<file path="src/hw/rtl/assert_macros.svh">
// Assertion macros used by the retransmit queue scheduler back end.
`ifndef ASSERT_MACROS_SVH
`define ASSERT_MACROS_SVH
`ifndef SYNTH
`define RQS_ASSERT(label, clk, rst_n, prop) \
    label: assert property (@(posedge clk) disable iff (!rst_n) prop) \
        else $error("retransmit queue scheduler assertion failed");
`define RQS_ASSERT_NEVER(label, clk, rst_n, expr) \
    `RQS_ASSERT(label, clk, rst_n, !(expr))
`else
`define RQS_ASSERT(label, clk, rst_n, prop)
`define RQS_ASSERT_NEVER(label, clk, rst_n, expr)
`endif
`endif

</file>
<file path="src/hw/rtl/rqs_pkg.sv">
// Package with the types and constants of the retransmit queue scheduler.
`timescale 1ns / 1ps
package rqs_pkg;

    localparam int QUEUE_SLOTS = 8;
    localparam int MAX_RESULTS = 8;
    localparam int SLOT_W      = $clog2(QUEUE_SLOTS);
    localparam int CNT_W       = $clog2(MAX_RESULTS + 1);
    localparam int CMDQ_DEPTH  = 2;
    localparam int CMDQ_AW     = $clog2(CMDQ_DEPTH);
    localparam int CMDQ_CW     = $clog2(CMDQ_DEPTH + 1);

    localparam logic [7:0] RETRY_LIMIT_RESET = 8'd5;

    localparam logic [1:0] OP_ENQUEUE = 2'd0;
    localparam logic [1:0] OP_ACK     = 2'd1;
    localparam logic [1:0] OP_TICK    = 2'd2;
    localparam logic [1:0] OP_UNUSED  = 2'd3;

    localparam logic [1:0] KIND_ACCEPTED = 2'd0;
    localparam logic [1:0] KIND_FULL     = 2'd1;
    localparam logic [1:0] KIND_SEND     = 2'd2;

    typedef struct packed {
        logic [1:0]  op;
        logic        channel;
        logic [31:0] value;
        logic [31:0] timeout;
        logic [9:0]  length;
        logic [15:0] payload_ref;
    } cmd_t;

endpackage

</file>
<file path="src/hw/rtl/rqs_front.sv">
// Command front end: accepts transactions, classifies them and queues them.
`timescale 1ns / 1ps
module rqs_front (
    input  logic                clk,
    input  logic                rst_n,
    input  logic                start,
    output logic                busy,
    input  logic [1:0]          operation,
    input  logic                channel,
    input  logic [31:0]         sequence_req,
    input  logic [31:0]         ack_value,
    input  logic [31:0]         timeout,
    input  logic [9:0]          length,
    input  logic [15:0]         payload_ref,
    input  logic [31:0]         now,
    output logic                cmd_valid,
    output rqs_pkg::cmd_t       cmd,
    input  logic                cmd_pop
);
    import rqs_pkg::*;

    cmd_t                cmdq_reg [CMDQ_DEPTH];
    logic [CMDQ_AW-1:0]  wr_ptr_reg;
    logic [CMDQ_AW-1:0]  wr_ptr_next;
    logic [CMDQ_AW-1:0]  rd_ptr_reg;
    logic [CMDQ_AW-1:0]  rd_ptr_next;
    logic [CMDQ_CW-1:0]  count_reg;
    logic [CMDQ_CW-1:0]  count_next;
    logic                push;
    cmd_t                new_cmd;

    assign busy      = (count_reg == CMDQ_CW'(CMDQ_DEPTH));
    assign push      = start && !busy && (operation != OP_UNUSED);
    assign cmd_valid = (count_reg != '0);
    assign cmd       = cmdq_reg[rd_ptr_reg];

    // Only the operand word that the operation needs is kept.
    always_comb
    begin
        new_cmd.op          = operation;
        new_cmd.channel     = channel;
        new_cmd.timeout     = timeout;
        new_cmd.length      = length;
        new_cmd.payload_ref = payload_ref;
        unique case (operation)
            OP_ENQUEUE: new_cmd.value = sequence_req;
            OP_ACK:     new_cmd.value = ack_value;
            default:    new_cmd.value = now;
        endcase
    end

    always_comb
    begin
        wr_ptr_next = wr_ptr_reg;
        rd_ptr_next = rd_ptr_reg;
        count_next  = count_reg;
        if (push)
        begin
            wr_ptr_next = (wr_ptr_reg == CMDQ_AW'(CMDQ_DEPTH - 1)) ? '0
                                                                  : wr_ptr_reg + 1'b1;
        end
        if (cmd_pop)
        begin
            rd_ptr_next = (rd_ptr_reg == CMDQ_AW'(CMDQ_DEPTH - 1)) ? '0
                                                                  : rd_ptr_reg + 1'b1;
        end
        if (push && !cmd_pop)
        begin
            count_next = count_reg + 1'b1;
        end
        else if (!push && cmd_pop)
        begin
            count_next = count_reg - 1'b1;
        end
    end

    always_ff @(posedge clk or negedge rst_n)
    begin
        if (!rst_n)
        begin
            wr_ptr_reg <= '0;
            rd_ptr_reg <= '0;
            count_reg  <= '0;
        end
        else
        begin
            wr_ptr_reg <= wr_ptr_next;
            rd_ptr_reg <= rd_ptr_next;
            count_reg  <= count_next;
        end
    end

    always_ff @(posedge clk)
    begin
        if (push)
        begin
            cmdq_reg[wr_ptr_reg] <= new_cmd;
        end
    end

endmodule

</file>
<file path="src/hw/rtl/rqs_back.sv">
// Command back end: slot table, ack tracking and the tick walker.
`timescale 1ns / 1ps
`include "assert_macros.svh"
module rqs_back (
    input  logic          clk,
    input  logic          rst_n,
    input  logic          cmd_valid,
    input  rqs_pkg::cmd_t cmd,
    output logic          cmd_pop,
    input  logic          cfg_valid,
    input  logic [7:0]    cfg_data,
    output logic          result_strobe,
    output logic [1:0]    kind,
    output logic [2:0]    slot,
    output logic          link,
    output logic [15:0]   buffer_ref,
    output logic [9:0]    byte_count,
    output logic          last
);
    import rqs_pkg::*;

    localparam logic [1:0] S_IDLE  = 2'd0;
    localparam logic [1:0] S_WALK  = 2'd1;
    localparam logic [1:0] S_FLUSH = 2'd2;

    logic [1:0]              state_reg, state_next;
    logic [SLOT_W-1:0]       idx_reg, idx_next;
    logic [CNT_W-1:0]        cnt_reg, cnt_next;
    logic [31:0]             now_reg, now_next;
    logic [7:0]              retry_limit_reg;

    logic [QUEUE_SLOTS-1:0]  used_reg, used_next;
    logic [QUEUE_SLOTS-1:0]  link_reg, link_next;
    logic [31:0]             seq_reg [QUEUE_SLOTS];
    logic [31:0]             seq_next [QUEUE_SLOTS];
    logic [31:0]             last_send_reg [QUEUE_SLOTS];
    logic [31:0]             last_send_next [QUEUE_SLOTS];
    logic [7:0]              retries_reg [QUEUE_SLOTS];
    logic [7:0]              retries_next [QUEUE_SLOTS];
    logic [9:0]              len_reg [QUEUE_SLOTS];
    logic [15:0]             ref_reg [QUEUE_SLOTS];
    logic [31:0]             timeout_reg [QUEUE_SLOTS];
    logic [31:0]             acked_reg [2];
    logic [31:0]             acked_next [2];

    logic                    pend_valid_reg, pend_valid_next;
    logic [2:0]              pend_slot_reg, pend_slot_next;
    logic                    pend_link_reg, pend_link_next;
    logic [15:0]             pend_ref_reg, pend_ref_next;
    logic [9:0]              pend_len_reg, pend_len_next;

    logic                    res_strobe_reg, res_strobe_next;
    logic [1:0]              res_kind_reg, res_kind_next;
    logic [2:0]              res_slot_reg, res_slot_next;
    logic                    res_link_reg, res_link_next;
    logic [15:0]             res_ref_reg, res_ref_next;
    logic [9:0]              res_len_reg, res_len_next;
    logic                    res_last_reg, res_last_next;

    logic                    enq_write;
    logic                    free_found;
    logic [SLOT_W-1:0]       free_idx;
    logic [31:0]             cur_acked;
    logic [31:0]             elapsed;
    logic                    covered;
    logic                    due;
    logic                    drop;

    assign result_strobe = res_strobe_reg;
    assign kind          = res_kind_reg;
    assign slot          = res_slot_reg;
    assign link          = res_link_reg;
    assign buffer_ref    = res_ref_reg;
    assign byte_count    = res_len_reg;
    assign last          = res_last_reg;

    always_comb
    begin
        free_found = 1'b0;
        free_idx   = '0;
        for (int i = 0; i < QUEUE_SLOTS; i++)
        begin
            if (!used_reg[i] && !free_found)
            begin
                free_found = 1'b1;
                free_idx   = SLOT_W'(i);
            end
        end
    end

    assign cur_acked = link_reg[idx_reg] ? acked_reg[1] : acked_reg[0];
    assign covered   = (cur_acked >= seq_reg[idx_reg]);
    assign elapsed   = now_reg - last_send_reg[idx_reg];
    assign due       = (last_send_reg[idx_reg] == '0) || (elapsed >= timeout_reg[idx_reg]);
    assign drop      = (retries_reg[idx_reg] > retry_limit_reg);

    always_comb
    begin
        state_next      = state_reg;
        idx_next        = idx_reg;
        cnt_next        = cnt_reg;
        now_next        = now_reg;
        used_next       = used_reg;
        link_next       = link_reg;
        seq_next        = seq_reg;
        last_send_next  = last_send_reg;
        retries_next    = retries_reg;
        acked_next      = acked_reg;
        pend_valid_next = pend_valid_reg;
        pend_slot_next  = pend_slot_reg;
        pend_link_next  = pend_link_reg;
        pend_ref_next   = pend_ref_reg;
        pend_len_next   = pend_len_reg;
        res_strobe_next = 1'b0;
        res_kind_next   = res_kind_reg;
        res_slot_next   = res_slot_reg;
        res_link_next   = res_link_reg;
        res_ref_next    = res_ref_reg;
        res_len_next    = res_len_reg;
        res_last_next   = res_last_reg;
        cmd_pop         = 1'b0;
        enq_write       = 1'b0;

        unique case (state_reg)
            S_IDLE:
            begin
                if (cmd_valid)
                begin
                    cmd_pop = 1'b1;
                    unique case (cmd.op)
                        OP_ENQUEUE:
                        begin
                            res_strobe_next = 1'b1;
                            res_last_next   = 1'b1;
                            res_link_next   = cmd.channel;
                            res_ref_next    = cmd.payload_ref;
                            res_len_next    = cmd.length;
                            if (free_found)
                            begin
                                enq_write                = 1'b1;
                                used_next[free_idx]      = 1'b1;
                                link_next[free_idx]      = cmd.channel;
                                seq_next[free_idx]       = cmd.value;
                                last_send_next[free_idx] = '0;
                                retries_next[free_idx]   = '0;
                                res_kind_next            = KIND_ACCEPTED;
                                res_slot_next            = 3'(free_idx);
                            end
                            else
                            begin
                                res_kind_next = KIND_FULL;
                                res_slot_next = '0;
                            end
                        end
                        OP_ACK:
                        begin
                            if (cmd.value > acked_reg[cmd.channel])
                            begin
                                acked_next[cmd.channel] = cmd.value;
                            end
                            // Covered by the new maximum means covered by either operand.
                            for (int i = 0; i < QUEUE_SLOTS; i++)
                            begin
                                if (used_reg[i] && (link_reg[i] == cmd.channel) &&
                                    (seq_reg[i] != '0) &&
                                    ((seq_reg[i] <= cmd.value) ||
                                     (seq_reg[i] <= acked_reg[cmd.channel])))
                                begin
                                    used_next[i] = 1'b0;
                                end
                            end
                        end
                        OP_TICK:
                        begin
                            now_next   = cmd.value;
                            idx_next   = '0;
                            cnt_next   = '0;
                            state_next = S_WALK;
                        end
                        default:
                        begin
                        end
                    endcase
                end
            end
            S_WALK:
            begin
                if (used_reg[idx_reg])
                begin
                    if (covered)
                    begin
                        used_next[idx_reg] = 1'b0;
                    end
                    else if (due)
                    begin
                        if (drop)
                        begin
                            used_next[idx_reg] = 1'b0;
                        end
                        else if (cnt_reg < CNT_W'(MAX_RESULTS))
                        begin
                            cnt_next                = cnt_reg + 1'b1;
                            last_send_next[idx_reg] = now_reg;
                            retries_next[idx_reg]   = retries_reg[idx_reg] + 8'd1;
                            // A held request goes out once a later one shows it is not last.
                            if (pend_valid_reg)
                            begin
                                res_strobe_next = 1'b1;
                                res_kind_next   = KIND_SEND;
                                res_slot_next   = pend_slot_reg;
                                res_link_next   = pend_link_reg;
                                res_ref_next    = pend_ref_reg;
                                res_len_next    = pend_len_reg;
                                res_last_next   = 1'b0;
                            end
                            pend_valid_next = 1'b1;
                            pend_slot_next  = 3'(idx_reg);
                            pend_link_next  = link_reg[idx_reg];
                            pend_ref_next   = ref_reg[idx_reg];
                            pend_len_next   = len_reg[idx_reg];
                        end
                    end
                end
                if (idx_reg == SLOT_W'(QUEUE_SLOTS - 1))
                begin
                    state_next = S_FLUSH;
                end
                else
                begin
                    idx_next = idx_reg + 1'b1;
                end
            end
            S_FLUSH:
            begin
                if (pend_valid_reg)
                begin
                    res_strobe_next = 1'b1;
                    res_kind_next   = KIND_SEND;
                    res_slot_next   = pend_slot_reg;
                    res_link_next   = pend_link_reg;
                    res_ref_next    = pend_ref_reg;
                    res_len_next    = pend_len_reg;
                    res_last_next   = 1'b1;
                end
                pend_valid_next = 1'b0;
                state_next      = S_IDLE;
            end
            default:
            begin
                state_next = S_IDLE;
            end
        endcase
    end

    always_ff @(posedge clk or negedge rst_n)
    begin
        if (!rst_n)
        begin
            state_reg       <= S_IDLE;
            idx_reg         <= '0;
            cnt_reg         <= '0;
            retry_limit_reg <= RETRY_LIMIT_RESET;
            used_reg        <= '0;
            link_reg        <= '0;
            pend_valid_reg  <= 1'b0;
            res_strobe_reg  <= 1'b0;
            for (int i = 0; i < QUEUE_SLOTS; i++)
            begin
                seq_reg[i]       <= '0;
                last_send_reg[i] <= '0;
                retries_reg[i]   <= '0;
            end
            acked_reg[0] <= '0;
            acked_reg[1] <= '0;
        end
        else
        begin
            state_reg      <= state_next;
            idx_reg        <= idx_next;
            cnt_reg        <= cnt_next;
            used_reg       <= used_next;
            link_reg       <= link_next;
            pend_valid_reg <= pend_valid_next;
            res_strobe_reg <= res_strobe_next;
            seq_reg        <= seq_next;
            last_send_reg  <= last_send_next;
            retries_reg    <= retries_next;
            acked_reg      <= acked_next;
            if (cfg_valid)
            begin
                retry_limit_reg <= cfg_data;
            end
        end
    end

    always_ff @(posedge clk)
    begin
        now_reg       <= now_next;
        pend_slot_reg <= pend_slot_next;
        pend_link_reg <= pend_link_next;
        pend_ref_reg  <= pend_ref_next;
        pend_len_reg  <= pend_len_next;
        res_kind_reg  <= res_kind_next;
        res_slot_reg  <= res_slot_next;
        res_link_reg  <= res_link_next;
        res_ref_reg   <= res_ref_next;
        res_len_reg   <= res_len_next;
        res_last_reg  <= res_last_next;
        if (enq_write)
        begin
            len_reg[free_idx]     <= cmd.length;
            ref_reg[free_idx]     <= cmd.payload_ref;
            timeout_reg[free_idx] <= cmd.timeout;
        end
    end

    `RQS_ASSERT(a_last_not_mid_walk, clk, rst_n, res_strobe_reg && res_last_reg |-> $past(state_reg) != S_WALK)
    `RQS_ASSERT_NEVER(a_pend_in_idle, clk, rst_n, pend_valid_reg && (state_reg == S_IDLE))
    `RQS_ASSERT(a_accept_slot_used, clk, rst_n, res_strobe_reg && (res_kind_reg == KIND_ACCEPTED) |-> used_reg[res_slot_reg])
    `RQS_ASSERT(a_full_all_used, clk, rst_n, res_strobe_reg && (res_kind_reg == KIND_FULL) |-> &used_reg)

endmodule

</file>
<file path="src/hw/rtl/retransmit_queue_scheduler.sv">
// Top level of the retransmit queue scheduler.
`timescale 1ns / 1ps
// A transaction is taken when start is high and busy is low; up to two transactions wait in
// a command queue, and busy is high only while that queue is full. The slot table takes an
// enqueue or an ack in its idle state. A tick is taken in the idle state, then the walker
// examines the eight slots in turn through a single shared compare path, and a flush state
// delivers the final send request. Results appear in the cycle after the work that causes
// them, each for exactly one cycle with result_strobe high, and must be taken then, since
// the block cannot be stalled from the result side. An enqueue answers with exactly one
// result, a tick with one send request per due slot that is within the retry limit and no
// result when nothing is due, and an ack with none; last marks the final result of a
// transaction. The retry limit register is written through the cfg channel, which is always
// ready, and should only be written while the block is idle.
module retransmit_queue_scheduler (
    input  logic        clk,
    input  logic        rst_n,
    input  logic        start,
    output logic        busy,
    input  logic [1:0]  operation,
    input  logic        channel,
    input  logic [31:0] sequence_req,
    input  logic [31:0] ack_value,
    input  logic [31:0] timeout,
    input  logic [9:0]  length,
    input  logic [15:0] payload_ref,
    input  logic [31:0] now,
    input  logic        cfg_valid,
    output logic        cfg_ready,
    input  logic [7:0]  cfg_data,
    output logic        result_strobe,
    output logic [1:0]  kind,
    output logic [2:0]  slot,
    output logic        link,
    output logic [15:0] buffer_ref,
    output logic [9:0]  byte_count,
    output logic        last
);
    import rqs_pkg::*;

    logic cmd_valid;
    logic cmd_pop;
    cmd_t cmd;

    assign cfg_ready = 1'b1;

    rqs_front u_front (
        .clk          (clk),
        .rst_n        (rst_n),
        .start        (start),
        .busy         (busy),
        .operation    (operation),
        .channel      (channel),
        .sequence_req (sequence_req),
        .ack_value    (ack_value),
        .timeout      (timeout),
        .length       (length),
        .payload_ref  (payload_ref),
        .now          (now),
        .cmd_valid    (cmd_valid),
        .cmd          (cmd),
        .cmd_pop      (cmd_pop)
    );

    rqs_back u_back (
        .clk           (clk),
        .rst_n         (rst_n),
        .cmd_valid     (cmd_valid),
        .cmd           (cmd),
        .cmd_pop       (cmd_pop),
        .cfg_valid     (cfg_valid && cfg_ready),
        .cfg_data      (cfg_data),
        .result_strobe (result_strobe),
        .kind          (kind),
        .slot          (slot),
        .link          (link),
        .buffer_ref    (buffer_ref),
        .byte_count    (byte_count),
        .last          (last)
    );

endmodule

</file>
<file path="config.mk">
export PLATFORM = sky130hd
export DESIGN_NAME = retransmit_queue_scheduler
export DESIGN_NICKNAME = d
export VERILOG_FILES = /design/src/hw/rtl/rqs_pkg.sv /design/src/hw/rtl/rqs_front.sv /design/src/hw/rtl/rqs_back.sv /design/src/hw/rtl/retransmit_queue_scheduler.sv
export VERILOG_INCLUDE_DIRS = /design/src /design/src/hw/rtl
export SDC_FILE = /design/constraint.sdc
export NUM_CORES = 2
export LEC_CHECK = 0
export BUFFER_PORTS_ARGS = -buffer_cell sky130_fd_sc_hd__buf_2
export CORE_AREA = 2 2 496 498
export DETAILED_ROUTE_END_ITERATION = 8
export DIE_AREA = 0 0 498 500
export PLACE_DENSITY = 0.4
export SLEW_MARGIN = 20
export SYNTH_ARGS = -nofsm -noshare
export SYNTH_HDL_FRONTEND = slang
export SYNTH_SLANG_ARGS = --single-unit
</file>
<file path="constraint.sdc">
create_clock -name clk -period 10.87 [get_ports clk]
set_clock_uncertainty 0.1 [all_clocks]
set_input_delay 0.5435 -clock clk [delete_from_list [all_inputs] [get_ports clk]]
set_output_delay 0.5435 -clock clk [all_outputs]
set_load 0.01 [all_outputs]
</file>
==> results.md <==
- Outcome: completed
- Critical Path Sink Type: register
- Vias in the first global route: between 50,000 and 60,000
- Yosys cell types: 79
- Core Footprint: 244,300 µm²
- Post-synth EDFFs: approximately 750
- CTS max path bufs: 3
- Grt ovf: 0
- Number of port buffers: 203
- Die height: around 500 µm
- Fin cells: 9,578
- P&R area growth vs syn: 17.06%
- Nets: 7,038
- Setup repair bufs after CTS: 0
- Fill cells: around 24,000
- Unrepaired setup endpoints after global routing: false
- Max Cap Violations: 0
- Max IR drop VDD: 0.0001773 V
- Setup TNS: 0 ns
- Clock Sinks: 1,424
- Initial antenna violation count: 18
- Pwr Density: 296.1 nW/µm²
- Ys Warns: 0
- Total Routing Usage GR: between 20 and 25%
- DR iter-0 viols: 4,877
- First-pass GRT wire length: 408,300 µm
- Die ar.: 249,000 µm²
- Vias/cell: 5.548
- Pre-CTS WS: 2.386 ns
- H-tree depth: 4
- Register area share after synthesis: a little over half
- DRT antenna net count: 0
- Crit start category: register
- Data arrival time of the critical path: 9.34 ns
- Die Width: 498 µm
- Worst-Margin Slew: approximately 1.2 ns
- Top_reg_cell synth: edfxtp_1
- #FFs+latches synth: 1,424
- Via Count: 53,138
- Post-cts sizing count: 0
- Final setup viols: 0
- Starting density of the core: roughly 30%
- First-pass iteration count of the detailed router: 6
- Leakage power: roughly 0.036 µW
- Fin util: 34.91%
- Hold buffers post-CTS: 117
- WL per Instance: 29.93 µm
- Worst hold path class: primary input to register
- Clock buffer count from CTS: about 170
- CTS tree: done
- Root Buffer: clkbuf_16
- Row Count: 182
- Clk_lat worst skew: 0.85 ns
- Layout cells sized above 1: between 10% and 20%
- Final worst slack: between 2 and 2.5 ns
- Critical Path Fanout Max: between 40 and 50
- Hold Vio Cnt, Final: 0
- Gpl congestion: 0.9214
- Post-Synthesis Net Count: between 6,000 and 7,000
- Final instance area: about 85,000 µm²
- Gate Count Post-Synth: 5,878
- Final period util: 79.78%
- Syn_area_per_cell: about 12 µm²
- Fin. max-slew vios: 0
- DRT Wirelength: around 290,000 µm
- Slew HR: 17.74%
- Cell count after placement: 9,144
- Data required, critical path: 11.54 ns
- Reg clk slew, reported paths: 0.06 ns
- Placed wire-length estimate: ~190,000 µm
- Largest net degree at the start of global routing: around 160
- Min Tclk post-route: 8.672 ns
- Io pins: 205
- Fmax: 115.3 MHz
- Post-Syn Area: 72,860 µm²
- Asr flop ratio synth: 47.68%
- Placed Area: 78,360 µm²
- DRC: 0
- Crit path kind: register to register
## final cells by class
class                      count  area, µm²  area share, %
timing repair buffer         494       3582          4.200
inverter                      88      337.8         0.3961
multi-input combinational   4035      32230          37.79
sequential                  1424      39380          46.17
antenna                        1      2.502       0.002934
clock buffer                 221       4534          5.317
clock inverter                95       1191          1.397
tap                         3220       4029          4.724
## path summary, 6_finish.rpt
check | startpoint | end | slack (ns) | cells past startpoint
min in group asynchronous | rst_n | u_back.seq_reg[213] | 0.22 | 2
max in group asynchronous | rst_n | u_back.last_send_reg[0] | 8.24 | 4
max reg2reg | u_back.idx_reg[1] | u_back.last_send_reg[69] | 2.20 | 24
min | sequence_req[9] | u_front.cmdq_reg[1][67] | 0.06 | 3
max | u_back.idx_reg[1] | u_back.last_send_reg[69] | 2.20 | 24
min reg2reg | u_back.last_send_reg[191] | u_back.last_send_reg[191] | 0.40 | 1
## placed cells by master (no fill, tap or decap), types with 154 or more instances in the layout
cell       count
o21ai_0      382
buf_4        167
a21o_1       197
nor2_1       249
a21oi_1      305
dfrtp_1      673
mux2_2       219
nand4_1      154
buf_2        202
nand2_1      359
clkbuf_16    169
edfxtp_1     745
ha_1         656
a22o_1       336
## power breakdown
part	internal [µW]	switching, µW	total (µW)
combinational	4070	6990	11100
clock	3380	2480	5860
sequential	6980	1340	8330
## worst max-delay path, cell delays in order, from the launching register on
cell and delay, ns:
dfrtp_4 0.76, buf_4 0.37, o311ai_0 0.78, o21ai_0 0.37, ha_1 0.42, a211o_1 0.31
a21oi_1 0.11, o21ai_0 0.18, nand4_1 0.15, nand2_1 0.10, a21o_1 0.19, a21oi_1 0.17
xnor2_1 0.13, ha_1 0.31, and4_1 0.25, nand4_1 0.11, or4_1 0.52, a311oi_1 0.37
o21a_1 0.18, a211oi_1 0.07, and4b_1 0.57, nand3_2 0.51, nor2_4 0.95, buf_4 0.35
a22o_1 0.16
## Yosys cell counts, drive strengths merged (6+ instances only)
library cell	n	share of area, %
inv	87	0.45
a21o	197	2.0
ha	657	11
buf	181	1.1
or2	8	0.069
or4	18	0.19
nand2	370	1.9
nor2	263	1.4
o211ai	29	0.30
and3	22	0.19
a21oi	306	2.1
nand2b	36	0.31
o22ai	104	0.89
edfxtp	745	31
a2111oi	18	0.22
xor2	23	0.28
xnor2	27	0.32
a31oi	15	0.13
clkbuf	150	0.77
mux2	219	3.4
dfrtp	677	23
a211oi	35	0.36
a22oi	98	1.0
mux4	70	2.2
nand3	44	0.31
o21ai	384	2.6
and4	14	0.17
a22o	336	4.0
and2	11	0.094
nor3	43	0.30
nor2b	49	0.42
a221oi	57	0.69
nand4	154	1.3
nor4	82	0.70
o31ai	13	0.13
a221o	11	0.15
o311ai	7	0.084
mux2i	196	2.7
o21bai	6	0.062
o21a	27	0.28
o221ai	16	0.19
or3	10	0.086
## metal layers
layer / wire length (µm) / up-vias / GRT usage, % / part of all wire, %
li1: - / 23575 / - / -
met1: 133000 / 27300 / 32.32 / 46
met2: 128600 / 1811 / 35.38 / 45
met3: 15580 / 440 / 3.176 / 5.4
met4: 9407 / 12 / 7.356 / 3.3
met5: 68 / - / 0 / 0.024
## cells by family (layout without fill, tap and decap cells)
| family | Yosys count | in the layout | synth area share [%] |
|---|---|---|---|
| xor gates and xnor gates | 50 | 50 | 0.6010 |
| buffers and inverters | 419 | 898 | 2.370 |
| muxes | 485 | 485 | 8.241 |
| AOI/OAI and AO/OA | 1708 | 1708 | 15.93 |
| adders and majority gates | 658 | 658 | 11.31 |
| and+or+nand+nor | 1133 | 1133 | 7.518 |
| DFF | 1424 | 1424 | 54.03 |
| other | 1 | 2 | 0.005147 |
## through the flow
step / hold WS [ns] / total power [µW]
3_3_place_gp: 0.3828 / 19120
3_5_place_dp: 0.3881 / 19300
4_1_cts: 0.005822 / 25330
5_1_grt: 0.05874 / 26730
2_1_floorplan: 0.1479 / 14410
6_report: 0.05780 / 25260
No activity file was read; power rests on OpenSTA's default activity.
